<file path="src/vector3_alu_assert.svh">
// Assertion macros for the vector3_alu RTL.
// Included by the modules that carry concurrent checks; no other dependencies.
`ifndef VECTOR3_ALU_ASSERT_SVH
`define VECTOR3_ALU_ASSERT_SVH

// Same-cycle implication, disabled while reset is low
`define V3A_AST_IMP(lbl, ck, rn, ante, cons) \
  lbl: assert property (@(posedge ck) disable iff (!rn) (ante) |-> (cons)) \
    else $error("vector3_alu check failed");

// Next-cycle implication, disabled while reset is low
`define V3A_AST_NXT(lbl, ck, rn, ante, cons) \
  lbl: assert property (@(posedge ck) disable iff (!rn) (ante) |=> (cons)) \
    else $error("vector3_alu check failed");

`endif

</file>
<file path="src/v3alu_merge.sv">
// Merge stage: rounded dot product over the three lanes, sum of squares,
// and a bit-per-stage square root pipeline. No package use.
`timescale 1ns / 1ps
`default_nettype none

module v3alu_merge #(
  parameter int E = 32,
  parameter int F = 16
) (
  input  wire logic                    clk,
  input  wire logic                    en,
  input  wire logic signed [2*E-1:0]   prod [3],
  output logic signed [E-1:0]          dot,
  output logic                         dot_sat,
  output logic [E-1:0]                 len
);

  localparam int QW = 2*E - F;
  localparam int VW = 2*E + 2;
  localparam logic signed [VW-1:0] EMAX = {{(VW-E+1){1'b0}}, {(E-1){1'b1}}};
  localparam logic signed [VW-1:0] EMIN = {{(VW-E+1){1'b1}}, {(E-1){1'b0}}};
  localparam logic [F+1:0]         HALF = {2'b00, 1'b1, {(F-1){1'b0}}};

  logic signed [QW+1:0] qs;
  logic [F+1:0]         rs;
  logic signed [VW-1:0] dotv;
  logic [2*E-1:0]       sum_r;

  // dot: sum of floors plus rounded sum of fractions
  always_comb begin
    qs = '0;
    rs = HALF;
    for (int i = 0; i < 3; i++) begin
      qs = qs + (QW+2)'($signed(prod[i][2*E-1:F]));
      rs = rs + (F+2)'(prod[i][F-1:0]);
    end
    dotv = VW'(qs) + VW'($signed({1'b0, rs[F+1:F]}));
  end

  always_ff @(posedge clk) begin
    if (en) begin
      sum_r <= $unsigned(prod[0]) + $unsigned(prod[1]) + $unsigned(prod[2]);
      if (dotv > EMAX) begin
        dot     <= EMAX[E-1:0];
        dot_sat <= 1'b1;
      end else if (dotv < EMIN) begin
        dot     <= EMIN[E-1:0];
        dot_sat <= 1'b1;
      end else begin
        dot     <= dotv[E-1:0];
        dot_sat <= 1'b0;
      end
    end
  end

  // square root: one result bit per stage, two radicand bits consumed
  logic [E-1:0]   rm_in [E];
  logic [E-1:0]   rt_in [E];
  logic [2*E-1:0] nn_in [E];
  logic [E+1:0]   rs_c  [E];
  logic [E+1:0]   tr_c  [E];
  logic [E+1:0]   rm_c  [E];
  logic           ge_c  [E];
  logic [E-1:0]   rm_r  [E-1];
  logic [2*E-1:0] nn_r  [E-1];
  logic [E-1:0]   rt_r  [E];

  always_comb begin
    rm_in[0] = '0;
    rt_in[0] = '0;
    nn_in[0] = sum_r;
    for (int i = 1; i < E; i++) begin
      rm_in[i] = rm_r[i-1];
      rt_in[i] = rt_r[i-1];
      nn_in[i] = nn_r[i-1];
    end
    for (int i = 0; i < E; i++) begin
      rs_c[i] = {rm_in[i], nn_in[i][2*E-1:2*E-2]};
      tr_c[i] = {rt_in[i], 2'b01};
      ge_c[i] = rs_c[i] >= tr_c[i];
      rm_c[i] = ge_c[i] ? (rs_c[i] - tr_c[i]) : rs_c[i];
    end
  end

  always_ff @(posedge clk) begin
    if (en) begin
      for (int i = 0; i < E; i++) begin
        rt_r[i] <= {rt_in[i][E-2:0], ge_c[i]};
      end
      for (int i = 0; i < E-1; i++) begin
        rm_r[i] <= rm_c[i][E-1:0];
        nn_r[i] <= {nn_in[i][2*E-3:0], 2'b00};
      end
    end
  end

  assign len = rt_r[E-1];

endmodule

`default_nettype wire

</file>
<file path="config.mk">
export PLATFORM = sky130hd
export DESIGN_NAME = v3alu_merge
export DESIGN_NICKNAME = d
export VERILOG_FILES = /design/src/vector3_alu_assert.svh /design/src/v3alu_merge.sv
export SDC_FILE = /design/constraint.sdc
export NUM_CORES = 2
export LEC_CHECK = 0
export ABC_AREA = 1
export BUFFER_PORTS_ARGS = -buffer_cell sky130_fd_sc_hd__buf_2
export CAP_MARGIN = 20
export CELL_PAD_IN_SITES_DETAIL_PLACEMENT = 0
export CELL_PAD_IN_SITES_GLOBAL_PLACEMENT = 1
export CORE_ASPECT_RATIO = 0.8
export CORE_UTILIZATION = 30
export DETAILED_ROUTE_END_ITERATION = 8
export HOLD_SLACK_MARGIN = 0.08
export PLACE_DENSITY = 0.63
export SYNTH_ARGS = -nofsm -noshare
export SYNTH_HDL_FRONTEND = slang
export SYNTH_SLANG_ARGS = --single-unit
export TNS_END_PERCENT = 5
</file>
<file path="constraint.sdc">
create_clock -name clk -period 4.68 [get_ports clk]
set_input_delay 0.234 -clock clk [delete_from_list [all_inputs] [get_ports clk]]
set_output_delay 0.234 -clock clk [all_outputs]
set_load 0.05 [all_outputs]
</file>
======== After elaboration in Yosys (flattened, before gate mapping) ========
Memory sizes are Yosys's and may differ from the RTL's.
Cells that the tools add are included.
word-level totals
  bits in registers ....................... 97
  bits in writable memories ............... 3938
  logic and storage cells ................. 114
  memories kept ........................... 3
memory list
  memory  words  width  rd ports  clocked after memory_dff  wr ports  RTL line           text
  nn_r    31     62     31        0                         31        v3alu_merge.sv:65  logic [2*E-1:0] nn_r [E-1];
  rt_r    32     32     32        0                         32        v3alu_merge.sv:66  logic [E-1:0] rt_r [E];
  rm_r    31     32     31        0                         31        v3alu_merge.sv:64  logic [E-1:0] rm_r [E-1];
operators by class
  magnitude comparators ................... 34
  mux-type cells .......................... 35
  add/subtract/negate cells ............... 39
operators by type and width
  operator                                                                           number
  34-bit >= comparator                                                               31
  32-bit 2-to-1 mux                                                                  32
  32-bit subtractor                                                                  30
  64-bit adder                                                                       2
  50-bit by 3-bit adder with 51-bit output                                           1
  51-bit by 32-bit greater-than comparator with 1-bit output, second input constant  1
  51-bit by 32-bit < comparator with 1-bit output, second input constant             1
  49-bit by 48-bit adder with 50-bit output                                          1
  48-bit by 48-bit adder with 49-bit output                                          1
  17-bit by 16-bit adder with 18-bit output                                          1
  18-bit by 16-bit adder with 18-bit output                                          1
  16-bit by 16-bit adder with 17-bit output, first input constant                    1
  1-bit 2-to-1 mux                                                                   3
  2-bit by 1-bit subtractor with 3-bit output, second input constant                 1
  2-bit by 1-bit >= comparator with 1-bit output, second input constant              1

======== Logic depth before layout (Yosys ltp) ========
  depth after elaboration ................. 6
  mapped depth ............................ 34

======== Worst setup path after synthesis ========
OpenSTA, ideal clock, no wires.
  path type ............................... input port to flip-flop
  from .................................... in prod[4] (netlist name)
  to ...................................... reg dot[0], data pin
  path slack .............................. -0.300 ns
  cell stages on the path ................. 31
  library setup time ...................... 0.252 ns
  data arrival time ....................... 4.728 ns
  cell sequence ........................... inv_1 > fa_1 > inv_1 > ha_1 > inv_1 > fa_1 > nor2_1 > o21ai_0 > nand3_1 > a311oi_1 > o21ai_0 > a21o_1 > fa_1 > ha_1 > fa_1 > nand3_1 > nand3_2 > nand2_1 > nand2_1 > nand2_1 > nand2_1 > nand3_1 > nand2_1 > xor2_1 > a21oi_1 > nand2_1 > nor2_1 > nand2_1 > nand2_4 > buf_6 > nand2_1
on the way
  longest elaborated chain between the ends .. 4
  elaborated cells on any way between the ends .. 5
  classes of those cells .................. add/sub: 2; order compare: 2; mux: 1
RTL lines
  what                                             RTL line           text
  start: declaration                               v3alu_merge.sv:12  input wire logic signed [2*E-1:0] prod [3],
  18-bit by 16-bit adder with 18-bit output *      v3alu_merge.sv:35  rs = rs + (F+2)'(prod[i][F-1:0]);
  50-bit by 3-bit adder with 51-bit output *       v3alu_merge.sv:37  dotv = VW'(qs) + VW'($signed({1'b0, rs[F+1:F]}));
  51-bit by 32-bit < comparator with 1-bit output  v3alu_merge.sv:46  end else if (dotv < EMIN) begin
  32-bit 2-to-1 mux                                v3alu_merge.sv:46
  end signal: assignment                           v3alu_merge.sv:44  dot <= EMAX[E-1:0];
  end signal: assignment                           v3alu_merge.sv:47  dot <= EMIN[E-1:0];
  end signal: assignment                           v3alu_merge.sv:50  dot <= dotv[E-1:0];
  end: declaration                                 v3alu_merge.sv:13  output logic signed [E-1:0] dot,
Mark *: on every way between the ends. The rest lies on a longest branch, timed or not.
A chain may end at the register's enable or synchronous reset.

======== Worst setup path after layout ========
  from .................................... in prod[133] (netlist name)
  to ...................................... reg dot[8], data pin
on the way
  longest elaborated chain between the ends .. 6
  elaborated cells on any way between the ends .. 7
  classes of those cells .................. add/sub: 4; order compare: 2; mux: 1
RTL lines
  what                                             RTL line
  16-bit by 16-bit adder with 17-bit output *      v3alu_merge.sv:35
  17-bit by 16-bit adder with 18-bit output *      v3alu_merge.sv:35
  18-bit by 16-bit adder with 18-bit output *      v3alu_merge.sv:35
  50-bit by 3-bit adder with 51-bit output *       v3alu_merge.sv:37
  51-bit by 32-bit < comparator with 1-bit output  v3alu_merge.sv:46
  32-bit 2-to-1 mux                                v3alu_merge.sv:46
Marked as above.

==> impl_metrics.env <==
export IMPL_critPathMostFrequentCell="nand2_4"
export IMPL_p_per_area_mw_per_mm2=487
export IMPL_io_pins=259
export IMPL_floorplan_initialDensity=0.302
export IMPL_worst_path_max_fanout=6
export IMPL_netlist_area_mm2=0.135
export IMPL_cts_num_sinks=2563
export IMPL_status="finished, final reports clean"
export IMPL_postRouteAntennaNets=0
export IMPL_rows=219
export IMPL_yosys_area_share_simple=0.147
export IMPL_synthTopCellsByArea="edfxtp_1, nand2_1, ha_1"
export IMPL_crit_family="adder cells"
export IMPL_grt_max_degree=177
export IMPL_vias=91600
export IMPL_max_slew_margin=0.258
export IMPL_multi_input_area_mm2=0.0499
export IMPL_critPathLaunchType="input pin"
export IMPL_hold_violations=0
export IMPL_dieArea_mm2=0.452
export IMPL_synth_top_flop_cell="edfxtp_1"
export IMPL_htree_num_levels=5
export IMPL_cts_buffer_depth=4
export IMPL_crit_start="prod[133]"
export IMPL_antenna_found_initial=11
export IMPL_die_x_um=751
export IMPL_synthesis_nets=14100
export IMPL_ys_warn_count=0
export IMPL_grt_pass1_vias=88500
export IMPL_finalSetupTns_ns=0
export IMPL_fillers=45600
export IMPL_power_total_w=0.0750
export IMPL_critPathKind="in -> reg"
export IMPL_grt_usage=0.155
export IMPL_synth_edff_count=2563
export IMPL_synthCells=13100
export IMPL_required_ns=5.33
export IMPL_skew_ns=0.0943
export IMPL_rsz0062_at_grt="true"
export IMPL_fin_area_mm2=0.154
export IMPL_min_delay_start="prod[80]"
export IMPL_core_mm2=0.446
export IMPL_io_buffers=258
export IMPL_numCtsBuffers=283
export IMPL_worstMarginPinSlew_ns=1.10
export IMPL_grt_pass1_wl_um=547000
export IMPL_min_to="dot[0]"
export IMPL_drc=0
export IMPL_synthAdderAreaFrac=0.0819
export IMPL_final_cells=19900
export IMPL_clkLatencyLatePin_ns=0.95
export IMPL_wl_per_cell_um=18.1
export IMPL_synthArstFlopShare=0
export IMPL_route_final_wire_length_um=361000
export IMPL_drive_gt1_frac=0.0794
export IMPL_worst_r2r_path_depth=14
export IMPL_hp_class="in -> reg"
export IMPL_synth_distinct_cells=80
export IMPL_dr_pass1_iters=5
export IMPL_synth_top_cell_area_share=0.571
export IMPL_final_max_slew_viol_count=0
export IMPL_period_share=0.990
export IMPL_ys_seq_area_frac=0.571
export IMPL_cpMaxStageDelayCell="fa_1"
export IMPL_cts_tree="built"
export IMPL_cts_root_buf="clkbuf_16"
export IMPL_dp_cells=19400
export IMPL_cpPeakStageDelay_ns=0.57
export IMPL_path_buf_inv=5
export IMPL_total_leakage_power_nw=61.8
export IMPL_path_clk_slew_ns=0.06
export IMPL_fin_nets=14700
export IMPL_maxCapViolCount=0
export IMPL_crit_arrival_ns=5.28
export IMPL_reg2reg_from="rt_r[1][196]"
export IMPL_synth_mux_area_fraction=0
export IMPL_reg2reg_to="rm_r[1][249]"
export IMPL_synth_avg_cell_area_um2=10.3
export IMPL_worstSetupEndpointType="register"
export IMPL_clock_fmax_mhz=216
export IMPL_area_growth_pct=14.2
export IMPL_fin_hold_ws_ns=0.181
export IMPL_synth_compound_area_frac=0.0835
export IMPL_dp_hpwl_um=285000
export IMPL_grt_overflow=0
export IMPL_synthXorXnorAreaFrac=0.0556
export IMPL_reg2reg_slack_ns=0.79
export IMPL_finalSetupViolations=0
export IMPL_ir_drop_mv=0.307
export IMPL_seqCellArea_mm2=0.0770
export IMPL_post_route_min_period_ns=4.64
export IMPL_drt_iter0_drc=7656
export IMPL_placed_area_mm2=0.145
export IMPL_place_congestion=0.889
export IMPL_vias_per_cell=4.60
export IMPL_ys_ff_latch=2563
export IMPL_synth_top_cell_by_area="edfxtp_1"
export IMPL_die_y_um=602
export IMPL_hold_depth=5
export IMPL_synth_top_family_by_area="simple AND/OR/NAND/NOR gates"
[power breakdown]
group	internal (W)	switching (W)
sequential	0.0298	0.00211
combinational	0.00730	0.0139
clock	0.0125	0.00936
total	0.0495	0.0254
[cell families after synthesis]
family | after synthesis
xor+xnor | 856
simple gates | 4722
flops | 2563
compound gates | 2034
fa+ha+maj | 809
buf+inv | 2127
other cells | 1
[routing by layer]
layer | GRT usage | share of wire | vias up
met1 | 0.249 | 0.53 | 43500
met5 | 0 | 0.000097 | -
met2 | 0.219 | 0.40 | 1947
met4 | 0.0300 | 0.018 | 6
met3 | 0.0233 | 0.053 | 413
li1 | - | - | 45800
[synthesized netlist by cell type (all sizes together), types with 13 or more instances]
| cell | count |
|---|---|
| a211oi | 21 |
| a21boi | 24 |
| a21o | 57 |
| a21oi | 794 |
| a31oi | 70 |
| buf | 86 |
| clkbuf | 42 |
| edfxtp | 2563 |
| fa | 122 |
| ha | 687 |
| inv | 1998 |
| nand2 | 2463 |
| nand3 | 400 |
| nand3b | 30 |
| nand4 | 152 |
| nor2 | 1310 |
| nor3 | 204 |
| nor4 | 72 |
| o2111ai | 13 |
| o211ai | 53 |
| o21a | 33 |
| o21ai | 856 |
| o21bai | 57 |
| or2 | 54 |
| or3 | 13 |
| xnor2 | 373 |
| xor2 | 483 |
[per-stage QoR]
stage | utilization | setup WS [ns]
final | 0.345 | 0.0449
after detailed placement | 0.324 | -1.23
after global routing | 0.345 | -0.220
after floorplan | - | -0.187
after CTS | 0.344 | -0.0719
after global placement | 0.324 | -1.21
[layout make-up]
class | instances | area share
Sequential cell | 2563 | 0.500
Clock inverter | 151 | 0.00981
Inverter | 1999 | 0.0488
Clock buffer | 350 | 0.0481
Antenna cell | 8 | 0.000130
Tap cell | 5967 | 0.0485
Timing Repair Buffer | 456 | 0.0206
Multi-Input combinational cell | 8422 | 0.324
[placed cells by master, fill, tap and decap left out, types with 51 or more instances in the layout]
cell type / instances
buf_4: 165
nand2_1: 2402
xor2_1: 482
clkbuf_1: 64
inv_1: 1971
a21o_1: 57
nor4_1: 71
buf_2: 255
edfxtp_1: 2563
o21bai_1: 55
a21oi_1: 784
a31oi_1: 70
or2_2: 51
fa_1: 120
ha_1: 684
nor2_1: 1268
o21ai_0: 781
o21ai_1: 62
clkbuf_16: 288
nor3_1: 185
xnor2_1: 373
nand3_1: 380
nand4_1: 150
[worst max path at each step]
stage / to / cells after the start
4_1_cts: dot[21] / 33
2_1_floorplan: dot[0] / 31
5_1_grt: dot[25] / 33
3_5_place_dp: dot_sat / 33
3_3_place_gp: dot_sat / 33
6_report: dot[8] / 33
[flip-flops by register name, summed over array words and instances, names as in the netlist]
signal and flops:
nn_r 992, rt_r 528, dot 32, sum_r 64, rm_r 946, dot_sat 1
[worst register-to-register path, stage by stage, from the launching register on]
cell and delay, ns:
edfxtp_1 0.36, inv_1 0.08, ha_1 0.39, nand2_1 0.15, nor2_1 0.28, nand4_1 0.36
or3_1 0.45, nand3_2 0.16, nand3_2 0.11, nand2_2 0.35, inv_2 0.44, nor2_1 0.21
nand2_1 0.08, xor2_1 0.16, inv_1 0.05
[repair_timing]
item / CTS / global route
gates cloned: 1 / 4
setup endpoints to repair: 32 / 32
hold buffers: 5 / 0
setup buffers: 1 / 3
hold endpoints to repair: 400 / 0
resized for setup: 23 / 53
pin swaps: 13 / 44
(Power assumes the default switching activity.)
